===== src/rtl/ppss_pkg.sv =====
// Package with the sizes, codes, types and rate table of the slot shaper.
`default_nettype none
package ppss_pkg;

    localparam int SLOTS       = 32;
    localparam int IDX_W       = $clog2(SLOTS);
    localparam int CNT_W       = $clog2(SLOTS + 1);
    localparam int HANDLE_W    = 16;
    localparam int SLOT_OUT_W  = 5;
    localparam int IDX_X_W     = (IDX_W > SLOT_OUT_W) ? IDX_W : SLOT_OUT_W;
    localparam int BUDGET_W    = 7;
    localparam int PERIOD_W    = 10;
    localparam int ALT_W       = 32;
    localparam int MODE_W      = 5;
    localparam int CFG_IDX_W   = 1;
    localparam int CFG_DATA_W  = MODE_W;
    localparam int QUEUE_DEPTH = 4;
    localparam int QPTR_W      = $clog2(QUEUE_DEPTH);

    localparam logic [CFG_IDX_W-1:0] CFG_RATE_MODE     = 1'd0;
    localparam logic [CFG_IDX_W-1:0] CFG_PACING_ENABLE = 1'd1;

    localparam logic CMD_ENQUEUE = 1'b0;
    localparam logic CMD_TICK    = 1'b1;

    typedef enum logic [1:0] {
        EV_STORED  = 2'd0,
        EV_DROPPED = 2'd1,
        EV_SENT    = 2'd2
    } t_event;

    typedef enum logic [1:0] {
        JOB_STORE = 2'd0,
        JOB_DRAIN = 2'd1,
        JOB_FLUSH = 2'd2
    } t_job_kind;

    typedef struct packed {
        t_job_kind           kind;
        logic [HANDLE_W-1:0] handle;
        logic [CNT_W-1:0]    budget;
    } t_job;

    typedef enum logic [1:0] {
        CNT_KEEP  = 2'd0,
        CNT_CLEAR = 2'd1,
        CNT_INC   = 2'd2,
        CNT_ONE   = 2'd3
    } t_cnt_op;

    typedef struct packed {
        logic [BUDGET_W-1:0] budget;
        logic [PERIOD_W-1:0] period;
        t_cnt_op             cnt_op;
    } t_mode_res;

    // Packets per period, next period and the alternation counter update for a mode.
    function automatic t_mode_res ppss_mode(input logic [MODE_W-1:0] mode,
                                            input logic [ALT_W-1:0]  cnt);
        t_mode_res           r;
        logic                alt;
        logic [3:0]          m;
        logic [BUDGET_W-1:0] hi;
        logic [BUDGET_W-1:0] lo;
        r.budget = '0;
        r.period = PERIOD_W'(1);
        r.cnt_op = CNT_KEEP;
        alt = 1'b0;
        m   = 4'd0;
        hi  = '0;
        lo  = '0;
        case (mode)
            5'd0:  r.budget = 7'd106;
            5'd1:  r.budget = 7'd34;
            5'd2:  r.budget = 7'd17;
            5'd3:  begin alt = 1'b1; m = 4'd1; hi = 7'd9;  lo = 7'd8;  end
            5'd4:  begin alt = 1'b1; m = 4'd4; hi = 7'd5;  lo = 7'd4;  end
            5'd5:  begin alt = 1'b1; m = 4'd9; hi = 7'd3;  lo = 7'd2;  end
            5'd6:  r.budget = 7'd1;
            5'd7:  begin r.budget = 7'd1; r.period = 10'd2; end
            5'd8:  begin
                if (cnt == 32'd1) begin
                    r.budget = 7'd11;
                    r.cnt_op = CNT_CLEAR;
                end else begin
                    r.budget = 7'd10;
                    r.cnt_op = CNT_ONE;
                end
            end
            5'd9:  begin alt = 1'b1; m = 4'd2; hi = 7'd6;  lo = 7'd5;  end
            5'd10: begin alt = 1'b1; m = 4'd2; hi = 7'd2;  lo = 7'd3;  end
            5'd11: begin alt = 1'b1; m = 4'd2; hi = 7'd2;  lo = 7'd1;  end
            5'd12: begin alt = 1'b1; m = 4'd2; hi = 7'd2;  lo = 7'd1;  r.period = 10'd2; end
            5'd13: begin r.budget = 7'd1; r.period = 10'd3; end
            5'd14: begin r.budget = 7'd1; r.period = 10'd6; end
            5'd15: begin alt = 1'b1; m = 4'd1; hi = 7'd13; lo = 7'd12; end
            5'd16: begin alt = 1'b1; m = 4'd1; hi = 7'd2;  lo = 7'd1;  r.period = 10'd3; end
            5'd17: r.budget = 7'd4;
            5'd18: begin alt = 1'b1; m = 4'd1; hi = 7'd2;  lo = 7'd1;  end
            5'd19: r.budget = 7'd13;
            5'd21: begin r.budget = 7'd1; r.period = 10'd1000; end
            default: r.budget = '0;
        endcase
        if (alt) begin
            if (cnt == ALT_W'(m)) begin
                r.budget = hi;
                r.cnt_op = CNT_CLEAR;
            end else begin
                r.budget = lo;
                r.cnt_op = CNT_INC;
            end
        end
        return r;
    endfunction

    // A period never sends more than the ring holds.
    function automatic logic [CNT_W-1:0] ppss_cap_budget(input logic [BUDGET_W-1:0] budget);
        if (32'(budget) > SLOTS) begin
            return CNT_W'(SLOTS);
        end
        return CNT_W'(budget);
    endfunction

    function automatic logic [IDX_W-1:0] ppss_next_idx(input logic [IDX_W-1:0] idx);
        if (idx == IDX_W'(SLOTS - 1)) begin
            return '0;
        end
        return idx + IDX_W'(1);
    endfunction

    function automatic logic [SLOT_OUT_W-1:0] ppss_slot_out(input logic [IDX_W-1:0] idx);
        logic [IDX_X_W-1:0] wide;
        wide = IDX_X_W'(idx);
        return wide[SLOT_OUT_W-1:0];
    endfunction

endpackage
`default_nettype wire


===== src/rtl/ppss_cmd_if.sv =====
// Input channel of the slot shaper: command and packet handle.
`default_nettype none
interface ppss_cmd_if;
    import ppss_pkg::*;

    logic                valid;
    logic                ready;
    logic                command;
    logic [HANDLE_W-1:0] packet_handle;

    modport source (output valid, output command, output packet_handle, input ready);
    modport sink   (input valid, input command, input packet_handle, output ready);
endinterface
`default_nettype wire


===== src/rtl/ppss_res_if.sv =====
// Result channel of the slot shaper: event, handle, slot and last flag.
`default_nettype none
interface ppss_res_if;
    import ppss_pkg::*;

    logic                  valid;
    logic                  ready;
    logic [1:0]            event_res;
    logic [HANDLE_W-1:0]   handle_out;
    logic [SLOT_OUT_W-1:0] slot_index;
    logic                  last;

    modport source (output valid, output event_res, output handle_out, output slot_index,
                    output last, input ready);
    modport sink   (input valid, input event_res, input handle_out, input slot_index,
                    input last, output ready);
endinterface
`default_nettype wire


===== src/rtl/ppss_ram.sv =====
// Generic single-write, single-read RAM with a registered read port.
`default_nettype none
module ppss_ram #(
    parameter int WIDTH = 16,
    parameter int DEPTH = 32
) (
    input  logic                     i_clk,
    input  logic                     i_we,
    input  logic [$clog2(DEPTH)-1:0] i_waddr,
    input  logic [WIDTH-1:0]         i_wdata,
    input  logic                     i_re,
    input  logic [$clog2(DEPTH)-1:0] i_raddr,
    output logic [WIDTH-1:0]         o_rdata
);
    logic [WIDTH-1:0] r_mem [DEPTH];
    logic [WIDTH-1:0] r_rdata;

    always_ff @(posedge i_clk) begin
        if (i_we) begin
            r_mem[i_waddr] <= i_wdata;
        end
        if (i_re) begin
            r_rdata <= r_mem[i_raddr];
        end
    end

    assign o_rdata = r_rdata;
endmodule
`default_nettype wire


===== src/rtl/ppss_front.sv =====
// Front end: accepts items, holds configuration, paces ticks and issues jobs.
`default_nettype none
module ppss_front (
    input  logic                            i_clk,
    input  logic                            i_rst_n,
    input  logic                            i_cfg_we,
    input  logic [ppss_pkg::CFG_IDX_W-1:0]  i_cfg_index,
    input  logic [ppss_pkg::CFG_DATA_W-1:0] i_cfg_data,
    ppss_cmd_if.sink                        i_cmd,
    input  logic                            i_q_full,
    output logic                            o_push,
    output ppss_pkg::t_job                  o_job
);
    import ppss_pkg::*;

    logic [MODE_W-1:0]   r_rate_mode;
    logic                r_pacing;
    logic [PERIOD_W-1:0] r_ticks_left;
    logic [PERIOD_W-1:0] n_ticks_left;
    logic [ALT_W-1:0]    r_alt_cnt;
    logic [ALT_W-1:0]    n_alt_cnt;
    logic                accept;
    t_mode_res           mres;

    assign i_cmd.ready = !i_q_full;
    assign accept      = i_cmd.valid && i_cmd.ready;
    assign mres        = ppss_mode(r_rate_mode, r_alt_cnt);

    always_comb begin
        n_ticks_left = r_ticks_left;
        n_alt_cnt    = r_alt_cnt;
        o_push       = 1'b0;
        o_job.kind   = JOB_STORE;
        o_job.handle = i_cmd.packet_handle;
        o_job.budget = '0;
        if (accept) begin
            if (i_cmd.command == CMD_ENQUEUE) begin
                o_push = 1'b1;
                if (r_pacing) begin
                    o_job.kind = JOB_STORE;
                end else begin
                    o_job.kind   = JOB_FLUSH;
                    o_job.budget = CNT_W'(SLOTS);
                end
            end else if (r_pacing) begin
                if (r_ticks_left > PERIOD_W'(1)) begin
                    n_ticks_left = r_ticks_left - PERIOD_W'(1);
                end else begin
                    // Period expired: reload and release this period's budget.
                    n_ticks_left = mres.period;
                    case (mres.cnt_op)
                        CNT_KEEP:  n_alt_cnt = r_alt_cnt;
                        CNT_CLEAR: n_alt_cnt = '0;
                        CNT_INC:   n_alt_cnt = r_alt_cnt + ALT_W'(1);
                        CNT_ONE:   n_alt_cnt = ALT_W'(1);
                        default:   n_alt_cnt = r_alt_cnt;
                    endcase
                    if (mres.budget != '0) begin
                        o_push       = 1'b1;
                        o_job.kind   = JOB_DRAIN;
                        o_job.budget = ppss_cap_budget(mres.budget);
                    end
                end
            end
        end
    end

    always_ff @(posedge i_clk) begin
        if (!i_rst_n) begin
            r_rate_mode  <= '0;
            r_pacing     <= 1'b1;
            r_ticks_left <= PERIOD_W'(1);
            r_alt_cnt    <= '0;
        end else begin
            r_ticks_left <= n_ticks_left;
            r_alt_cnt    <= n_alt_cnt;
            if (i_cfg_we) begin
                case (i_cfg_index)
                    CFG_RATE_MODE:     r_rate_mode <= i_cfg_data[MODE_W-1:0];
                    CFG_PACING_ENABLE: r_pacing    <= i_cfg_data[0];
                    default:           r_pacing    <= r_pacing;
                endcase
            end
        end
    end
endmodule
`default_nettype wire


===== src/rtl/ppss_queue.sv =====
// Short job queue between the front end and the slot engine.
`default_nettype none
module ppss_queue (
    input  logic           i_clk,
    input  logic           i_rst_n,
    input  logic           i_push,
    input  ppss_pkg::t_job i_job,
    output logic           o_full,
    input  logic           i_pop,
    output logic           o_empty,
    output ppss_pkg::t_job o_head
);
    import ppss_pkg::*;

    t_job              r_mem [QUEUE_DEPTH];
    logic [QPTR_W-1:0] r_wptr;
    logic [QPTR_W-1:0] r_rptr;
    logic [QPTR_W:0]   r_count;
    logic              do_push;
    logic              do_pop;

    assign o_full  = (r_count == (QPTR_W+1)'(QUEUE_DEPTH));
    assign o_empty = (r_count == '0);
    assign o_head  = r_mem[r_rptr];
    assign do_push = i_push && !o_full;
    assign do_pop  = i_pop && !o_empty;

    always_ff @(posedge i_clk) begin
        if (do_push) begin
            r_mem[r_wptr] <= i_job;
        end
    end

    always_ff @(posedge i_clk) begin
        if (!i_rst_n) begin
            r_wptr  <= '0;
            r_rptr  <= '0;
            r_count <= '0;
        end else begin
            if (do_push) begin
                r_wptr <= (r_wptr == QPTR_W'(QUEUE_DEPTH - 1)) ? '0 : r_wptr + QPTR_W'(1);
            end
            if (do_pop) begin
                r_rptr <= (r_rptr == QPTR_W'(QUEUE_DEPTH - 1)) ? '0 : r_rptr + QPTR_W'(1);
            end
            if (do_push && !do_pop) begin
                r_count <= r_count + (QPTR_W+1)'(1);
            end else if (do_pop && !do_push) begin
                r_count <= r_count - (QPTR_W+1)'(1);
            end
        end
    end
endmodule
`default_nettype wire


===== src/rtl/ppss_back.sv =====
// Slot engine: owns the slot ring and carries out store, drain and flush jobs.
`default_nettype none
module ppss_back (
    input  logic           i_clk,
    input  logic           i_rst_n,
    input  logic           i_q_empty,
    input  ppss_pkg::t_job i_q_job,
    output logic           o_q_pop,
    ppss_res_if.source     o_res
);
    import ppss_pkg::*;

    typedef enum logic [4:0] {
        S_IDLE  = 5'b00001,
        S_STORE = 5'b00010,
        S_READ  = 5'b00100,
        S_OUT   = 5'b01000,
        S_PASS  = 5'b10000
    } t_state;

    t_state                r_state;
    t_state                n_state;
    t_job                  r_job;
    t_job                  n_job;
    logic [SLOTS-1:0]      r_valid;
    logic [SLOTS-1:0]      n_valid;
    logic [IDX_W-1:0]      r_send;
    logic [IDX_W-1:0]      n_send;
    logic [IDX_W-1:0]      r_store;
    logic [IDX_W-1:0]      n_store;
    logic [CNT_W-1:0]      r_cnt;
    logic [CNT_W-1:0]      n_cnt;
    logic [IDX_W-1:0]      r_rd_slot;
    logic [IDX_W-1:0]      n_rd_slot;
    logic                  r_rd_last;
    logic                  n_rd_last;
    logic                  r_out_valid;
    logic                  n_out_valid;
    t_event                r_out_ev;
    t_event                n_out_ev;
    logic [HANDLE_W-1:0]   r_out_handle;
    logic [HANDLE_W-1:0]   n_out_handle;
    logic [SLOT_OUT_W-1:0] r_out_slot;
    logic [SLOT_OUT_W-1:0] n_out_slot;
    logic                  r_out_last;
    logic                  n_out_last;
    logic                  out_free;
    logic [IDX_W-1:0]      send_nxt;
    logic [CNT_W-1:0]      cnt_inc;
    logic                  ram_we;
    logic                  ram_re;
    logic [HANDLE_W-1:0]   ram_rdata;

    ppss_ram #(
        .WIDTH (HANDLE_W),
        .DEPTH (SLOTS)
    ) u_handles (
        .i_clk   (i_clk),
        .i_we    (ram_we),
        .i_waddr (r_store),
        .i_wdata (r_job.handle),
        .i_re    (ram_re),
        .i_raddr (r_send),
        .o_rdata (ram_rdata)
    );

    assign out_free = !r_out_valid || o_res.ready;
    assign send_nxt = ppss_next_idx(r_send);
    assign cnt_inc  = r_cnt + CNT_W'(1);

    always_comb begin
        n_state      = r_state;
        n_job        = r_job;
        n_valid      = r_valid;
        n_send       = r_send;
        n_store      = r_store;
        n_cnt        = r_cnt;
        n_rd_slot    = r_rd_slot;
        n_rd_last    = r_rd_last;
        n_out_valid  = r_out_valid && !o_res.ready;
        n_out_ev     = r_out_ev;
        n_out_handle = r_out_handle;
        n_out_slot   = r_out_slot;
        n_out_last   = r_out_last;
        o_q_pop      = 1'b0;
        ram_we       = 1'b0;
        ram_re       = 1'b0;
        case (r_state)
            S_IDLE: begin
                if (!i_q_empty) begin
                    o_q_pop = 1'b1;
                    n_job   = i_q_job;
                    n_cnt   = '0;
                    n_state = (i_q_job.kind == JOB_STORE) ? S_STORE : S_READ;
                end
            end
            S_STORE: begin
                if (out_free) begin
                    n_out_valid  = 1'b1;
                    n_out_handle = r_job.handle;
                    n_out_slot   = ppss_slot_out(r_store);
                    n_out_last   = 1'b1;
                    if (r_valid[r_store]) begin
                        n_out_ev = EV_DROPPED;
                    end else begin
                        n_out_ev         = EV_STORED;
                        ram_we           = 1'b1;
                        n_valid[r_store] = 1'b1;
                        n_store          = ppss_next_idx(r_store);
                    end
                    n_state = S_IDLE;
                end
            end
            S_READ: begin
                if ((r_cnt != r_job.budget) && r_valid[r_send]) begin
                    ram_re          = 1'b1;
                    n_valid[r_send] = 1'b0;
                    n_send          = send_nxt;
                    n_cnt           = cnt_inc;
                    n_rd_slot       = r_send;
                    // A flush always ends with the new handle, so its drain is never last.
                    n_rd_last       = (r_job.kind != JOB_FLUSH) &&
                                      ((cnt_inc == r_job.budget) || !r_valid[send_nxt]);
                    n_state         = S_OUT;
                end else begin
                    n_state = (r_job.kind == JOB_FLUSH) ? S_PASS : S_IDLE;
                end
            end
            S_OUT: begin
                if (out_free) begin
                    n_out_valid  = 1'b1;
                    n_out_ev     = EV_SENT;
                    n_out_handle = ram_rdata;
                    n_out_slot   = ppss_slot_out(r_rd_slot);
                    n_out_last   = r_rd_last;
                    n_state      = r_rd_last ? S_IDLE : S_READ;
                end
            end
            S_PASS: begin
                if (out_free) begin
                    n_out_valid  = 1'b1;
                    n_out_ev     = EV_SENT;
                    n_out_handle = r_job.handle;
                    n_out_slot   = '0;
                    n_out_last   = 1'b1;
                    n_state      = S_IDLE;
                end
            end
            default: n_state = S_IDLE;
        endcase
    end

    always_ff @(posedge i_clk) begin
        if (!i_rst_n) begin
            r_state     <= S_IDLE;
            r_valid     <= '0;
            r_send      <= '0;
            r_store     <= '0;
            r_out_valid <= 1'b0;
        end else begin
            r_state     <= n_state;
            r_valid     <= n_valid;
            r_send      <= n_send;
            r_store     <= n_store;
            r_out_valid <= n_out_valid;
        end
    end

    always_ff @(posedge i_clk) begin
        r_job        <= n_job;
        r_cnt        <= n_cnt;
        r_rd_slot    <= n_rd_slot;
        r_rd_last    <= n_rd_last;
        r_out_ev     <= n_out_ev;
        r_out_handle <= n_out_handle;
        r_out_slot   <= n_out_slot;
        r_out_last   <= n_out_last;
    end

    assign o_res.valid      = r_out_valid;
    assign o_res.event_res  = r_out_ev;
    assign o_res.handle_out = r_out_handle;
    assign o_res.slot_index = r_out_slot;
    assign o_res.last       = r_out_last;
endmodule
`default_nettype wire


===== src/rtl/paced_packet_slot_shaper_unit.sv =====
// Top level of the paced packet slot shaper: front end, job queue and slot engine.
//
// Packet handles are kept in a ring of 32 slots. With pacing on, an enqueue stores its
// handle at the store index (or is dropped if that slot is taken) and each tick counts
// down the period; on expiry the rate mode releases a budget of slots, sent in ring order
// from the send index until the budget is spent or an empty slot is met. With pacing off,
// an enqueue flushes every queued slot and then sends its own handle; ticks do nothing.
// The front end takes one item per cycle as long as its four-entry job queue has room.
// Ticks that only count down push no job, but like every item they wait while the queue
// is full. The slot engine behind the queue handles a stored or dropped enqueue in its
// store state, and each sent slot in the read state, which starts the registered read of
// the handle memory, and then the output state. A drain job meeting an empty send slot
// ends in the read state; a flush job ends in the pass state that sends the new handle.
// The job in progress waits while the result receiver holds off a result.
// Configuration is written through a plain write port: index 0 is rate_mode, index 1
// is pacing_enable.
`default_nettype none
module paced_packet_slot_shaper_unit (
    input  logic                            i_clk,
    input  logic                            i_rst_n,
    input  logic                            i_cfg_we,
    input  logic [ppss_pkg::CFG_IDX_W-1:0]  i_cfg_index,
    input  logic [ppss_pkg::CFG_DATA_W-1:0] i_cfg_data,
    ppss_cmd_if.sink                        i_cmd,
    ppss_res_if.source                      o_res
);
    import ppss_pkg::*;

    logic push;
    logic q_full;
    logic q_empty;
    logic q_pop;
    t_job push_job;
    t_job head_job;

    ppss_front u_front (
        .i_clk       (i_clk),
        .i_rst_n     (i_rst_n),
        .i_cfg_we    (i_cfg_we),
        .i_cfg_index (i_cfg_index),
        .i_cfg_data  (i_cfg_data),
        .i_cmd       (i_cmd),
        .i_q_full    (q_full),
        .o_push      (push),
        .o_job       (push_job)
    );

    ppss_queue u_queue (
        .i_clk   (i_clk),
        .i_rst_n (i_rst_n),
        .i_push  (push),
        .i_job   (push_job),
        .o_full  (q_full),
        .i_pop   (q_pop),
        .o_empty (q_empty),
        .o_head  (head_job)
    );

    ppss_back u_back (
        .i_clk     (i_clk),
        .i_rst_n   (i_rst_n),
        .i_q_empty (q_empty),
        .i_q_job   (head_job),
        .o_q_pop   (q_pop),
        .o_res     (o_res)
    );
endmodule
`default_nettype wire


===== src/flat_wrapper.sv =====
// flat-port wrapper written by rule: the top's interface ports become plain ports
module paced_packet_slot_shaper_unit_flat import ppss_pkg::*;
  (i_clk, i_rst_n, i_cfg_we, i_cfg_index, i_cfg_data, i_cmd_valid, i_cmd_command, i_cmd_packet_handle, i_cmd_ready, o_res_valid, o_res_event_res, o_res_handle_out, o_res_slot_index, o_res_last, o_res_ready);
  ppss_cmd_if i_cmd_i ();
  ppss_res_if o_res_i ();
  input  logic i_clk;
  input  logic i_rst_n;
  input  logic i_cfg_we;
  input  logic [ppss_pkg::CFG_IDX_W-1:0] i_cfg_index;
  input  logic [ppss_pkg::CFG_DATA_W-1:0] i_cfg_data;
  input wire logic [$bits(i_cmd_i.valid)-1:0] i_cmd_valid;
  input wire logic [$bits(i_cmd_i.command)-1:0] i_cmd_command;
  input wire logic [$bits(i_cmd_i.packet_handle)-1:0] i_cmd_packet_handle;
  output wire logic [$bits(i_cmd_i.ready)-1:0] i_cmd_ready;
  output wire logic [$bits(o_res_i.valid)-1:0] o_res_valid;
  output wire logic [$bits(o_res_i.event_res)-1:0] o_res_event_res;
  output wire logic [$bits(o_res_i.handle_out)-1:0] o_res_handle_out;
  output wire logic [$bits(o_res_i.slot_index)-1:0] o_res_slot_index;
  output wire logic [$bits(o_res_i.last)-1:0] o_res_last;
  input wire logic [$bits(o_res_i.ready)-1:0] o_res_ready;
  assign i_cmd_i.valid = i_cmd_valid;
  assign i_cmd_i.command = i_cmd_command;
  assign i_cmd_i.packet_handle = i_cmd_packet_handle;
  assign i_cmd_ready = i_cmd_i.ready;
  assign o_res_valid = o_res_i.valid;
  assign o_res_event_res = o_res_i.event_res;
  assign o_res_handle_out = o_res_i.handle_out;
  assign o_res_slot_index = o_res_i.slot_index;
  assign o_res_last = o_res_i.last;
  assign o_res_i.ready = o_res_ready;
  paced_packet_slot_shaper_unit u_core (.i_clk(i_clk), .i_rst_n(i_rst_n), .i_cfg_we(i_cfg_we), .i_cfg_index(i_cfg_index), .i_cfg_data(i_cfg_data), .i_cmd(i_cmd_i), .o_res(o_res_i));
endmodule

===== config.mk =====
export PLATFORM = sky130hd
export DESIGN_NAME = paced_packet_slot_shaper_unit_flat
export DESIGN_NICKNAME = d
export VERILOG_FILES = /design/src/rtl/ppss_pkg.sv /design/src/rtl/ppss_cmd_if.sv /design/src/rtl/ppss_res_if.sv /design/src/rtl/ppss_ram.sv /design/src/rtl/ppss_front.sv /design/src/rtl/ppss_queue.sv /design/src/rtl/ppss_back.sv /design/src/rtl/paced_packet_slot_shaper_unit.sv /design/src/flat_wrapper.sv
export SDC_FILE = /design/constraint.sdc
export NUM_CORES = 1
export LEC_CHECK = 0
export BUFFER_PORTS_ARGS = -buffer_cell sky130_fd_sc_hd__buf_2
export CAP_MARGIN = 10
export CORE_UTILIZATION = 60
export DETAILED_ROUTE_END_ITERATION = 10
export PLACE_DENSITY = 0.76
export SETUP_SLACK_MARGIN = 0.2
export SYNTH_ARGS = -nofsm -noshare
export SYNTH_HDL_FRONTEND = slang
export SYNTH_SLANG_ARGS = --single-unit

===== constraint.sdc =====
create_clock -name i_clk -period 4.55 [get_ports i_clk]
set_input_delay 0.2275 -clock i_clk [delete_from_list [all_inputs] [get_ports i_clk]]
set_output_delay 0.2275 -clock i_clk [all_outputs]
set_load 0.02 [all_outputs]

==> results.md <==
* Clk_lat worst skew at 0.62 ns
* GP Congestion at 0.930
* Relative slew margins at 19.7%
* Outcome: finished, final reports clean
* Ratio of cells with drive above 1 in the final layout at 24.9%
* Top post-synthesis cells by count: edfxtp_1 (684), mux4_2 (172), nor2_1 (134)
* Worst hold stages at 2
* Via Count at 17,412
* P_sw at 4.44 mW
* Worst reg2reg path startpoint: u_core.u_back.r_send[2]
* Die Width at 232 um
* Initial DRC count at 1,602
* Top-count cell post-synth: edfxtp_1
* DRC Markers at 0
* Critical path endpoint category: register
* DR WL/cell at 27.2 um
* NumNets Final at 1,975
* Setup violations, final at 0
* Net Count, Synth at 1,850
* Clk slew on worst S/H paths at 0.06 ns
* Comb power frac at 11.5%
* Post-Synth Adder-Cell Area at 0.889%
* Clock skew at 0.0183 ns
* Slew @ Worst Pin at 1.20 ns
* Global routing usage on met3 at 5.49%
* Cts bufs inserted at 77
* Top area cells in the synthesized netlist: edfxtp_1 (65%), mux4_2 (12%), dfxtp_1 (6.6%)
* Synth Area in Compound Gates at 5.38%
* Routed Antenna Nets at 0
* Die height at 232 um
* CTS root buf: clkbuf_16
* Post-layout min period at 3.59 ns
* Worst Setup Start Kind: register
* Global-route wire length before repair at 109,000 um
* Sink Count at 789
* Vias per cell at 6.51
* Most used DFF post-synth: edfxtp_1
* Clock power frac at 34.6%
* Mux share of post-synthesis cell area at 13.3%
* Post-Syn Area at 0.0318 mm^2
* GR Util met1 at 37.5%
* Power Dens Cells at 484 mW/mm^2
* Largest net degree at the start of global routing at 70
* Met2 Usage GRT at 44.7%
* Syn_area_per_cell at 17.7 um^2
* Synth warn at 0
* P&R area growth vs syn at 12.2%
* Reg2reg path depth at 7
* Vias in the first global route at 17,381
* Post-route setup TNS at 0 ns
* Distinct cells, synth at 73
* Antenna violations before repair at 0
* Main combinational cell family by area after synthesis: multiplexers
* IO buf count at 53
* Total iterations of the first detailed-routing run at 8
* Max clock buf depth at 3
* Flop2flop setup slack at 0.96 ns
* I/O pins at 54
* Cell Rows at 84
* Pleak at 11.4 nW
* Sw Share at 25.7%
* Fmax at 279 MHz
* Async set-or-reset flop fraction in the synthesized netlist at 0%
* Period utilisation layout at 78.8%
* Total track usage at 27.7%
* Number of enable flip-flop cells after synthesis at 684
* Synth top area share at 64.6%
* Routed WL at 72,700 um
* CP Class: reg -> reg
* Max Cap Viol at 0
* Min-delay worst type: in -> reg
* Largest area contributor in the netlist: edfxtp_1
* Final Cell Area at 0.0357 mm^2
* Reg power frac at 53.9%
* # Post-CTS Setup Buffers at 0
* Part of the Yosys area used for sequential elements at 71.2%
* Launch point of the worst hold path: i_cmd_command
* DPL Wire Length at 44,100 um
* Hold EP: u_core.u_queue.r_mem[3][23]
* Unrepaired setup endpoints after global routing: no
* H-tree levels at 3
* Register bit total from synthesis at 789
* Worst-path fanout max at 21
* Crit Reg-Reg Endpoint: u_core.u_back.r_valid[28]
* Synth Area in Simple Gates at 6.31%
* Worst VDD drop at 0.357 mV
* Fin. Hold Viols at 0
* Internal power at 12.9 mW
* Critical path arrival at 4.09 ns
* Max-slew violation count at 0
* Starting Density at 60.7%
* Gr busiest metal: met2
* Worst EP required at 5.05 ns
* Total grt overflow at 0
* Post-synthesis xor/xnor area fraction at 1.38%
* Placement Cell Area at 0.0331 mm^2
* Mapped Cells at 1,800
* Core Box Area at 0.0524 mm^2
* Die area at 0.0540 mm^2
* CTS tree: built
registers in the layout, indices dropped and copies added (netlist names), named ones only:
register                         count
u_core.u_back.u_handles.r_mem      512
u_core.u_queue.r_mem                96
u_core.u_back.r_valid               32
u_core.u_front.r_alt_cnt            32
u_core.u_back.r_job                 24
u_core.u_back.o_res.handle_out      16
u_core.u_back.u_handles.o_rdata     16
u_core.u_front.r_ticks_left         10
u_core.u_back.r_cnt                  6
u_core.u_back.o_res.slot_index       5
u_core.u_back.r_rd_slot              5
u_core.u_back.r_send                 5
u_core.u_back.r_state                5
u_core.u_back.r_store                5
u_core.u_front.r_rate_mode           5
u_core.u_queue.r_count               3
u_core.u_back.o_res.event_res        2
u_core.u_queue.r_rptr                2
u_core.u_queue.r_wptr                2
u_core.u_back.o_res.last             1
u_core.u_back.o_res.valid            1
u_core.u_back.r_rd_last              1
u_core.u_front.r_pacing              1
power by group through the flow:
stage	Clock [mW]	Combinational [mW]	Sequential [mW]
final	5.98	1.99	9.33
after global routing	6.34	2.14	9.36
after CTS	6.05	1.99	9.32
after detailed placement	0	1.96	9.46
after global placement	0	1.86	9.42
after floorplan	0	0.910	9.59
routing by layer:
| layer | routed length (um) | share of wire, % |
|---|---|---|
| met4 | 2470 | 3.4 |
| met2 | 36100 | 50 |
| met1 | 28900 | 40 |
| met5 | 0 | 0 |
| met3 | 5260 | 7.2 |
worst max path at each step:
stage	end	from	depth (start not counted)
after floorplan	u_core.u_queue.r_count[2]	u_core.u_back.r_state[1]	10
after global placement	u_core.u_back.r_valid[28]	u_core.u_back.r_send[2]	7
after detailed placement	u_core.u_back.r_valid[24]	u_core.u_back.r_send[2]	7
after CTS	u_core.u_back.r_valid[28]	u_core.u_back.r_send[2]	7
after global routing	u_core.u_queue.r_count[2]	u_core.u_front.r_rate_mode[0]	10
final	u_core.u_back.r_valid[28]	u_core.u_back.r_send[2]	7
what timing repair did:
item	in CTS	in global routing
endpoints found under the setup margin	0	0
hold endpoints to repair	70	0
resized for setup	0	0
hold buffers	24	0
final cells by class:
| class | count | area [um^2] |
|---|---|---|
| well taps | 688 | 861 |
| flip-flops and latches | 789 | 22600 |
| clock inverters | 46 | 353 |
| inverters | 23 | 86.3 |
| fillers | 3306 | 16700 |
| multi-input cells | 889 | 8710 |
| clock buffers | 93 | 2000 |
| repair buffers | 145 | 1040 |
| diodes | 1 | 2.50 |
critical path: stages, from the launching register on:
cell      delay, ns
dfxtp_1        0.53
nor2_1         0.23
and2_1         0.64
a221oi_1       0.28
a21oi_1        0.37
nor2b_4        0.58
nand2_1        0.46
o221a_2        0.38
cell usage in the layout, fill, tap and decap left out, types with 11 or more instances in the layout:
master and count:
a21oi_1 39, a22oi_1 68, and3_1 20, buf_2 53, buf_4 66, clkbuf_1 15, clkbuf_16 77, clkinv_1 17
clkinv_2 12, dfxtp_1 103, dlygate4sd3_1 24, edfxtp_1 684, ha_1 21, inv_1 22, mux2_2 21, mux2i_1 11
mux4_2 172, nand2_1 51, nand3_1 35, nand4_1 31, nor2_1 117, nor2_2 18, nor3_1 21, nor4_1 12
o21ai_0 21, o221a_2 28, xnor2_1 21, xor2_1 29
cell families (layout without fill, tap and decap cells):
| kind of cell | count (synthesis) | count (layout) |
|---|---|---|
| other | 0 | 1 |
| buffers and inverters | 122 | 307 |
| AND/OR/NAND/NOR | 386 | 386 |
| XOR/XNOR | 50 | 50 |
| flip-flops | 789 | 789 |
| multiplexers | 204 | 204 |
| adder cells (fa/ha/maj) | 22 | 22 |
| AO/OA/AOI/OAI | 227 | 227 |
through the flow:
step                util [%]  power [mW]  hold slack [ns]  worst slack [ns]  cells
floorplan                  -        10.5            0.326              1.39   1800
global placement        63.1        11.3            0.439              1.18   2510
detailed placement      63.1        11.4            0.450              1.01   2510
CTS                     68.1        17.4         0.000508              1.02   2673
global route            68.1        17.8           0.0261             0.734   2673
finish                  68.1        17.3           0.0323             0.965   2674
(Power assumes the default switching activity.)
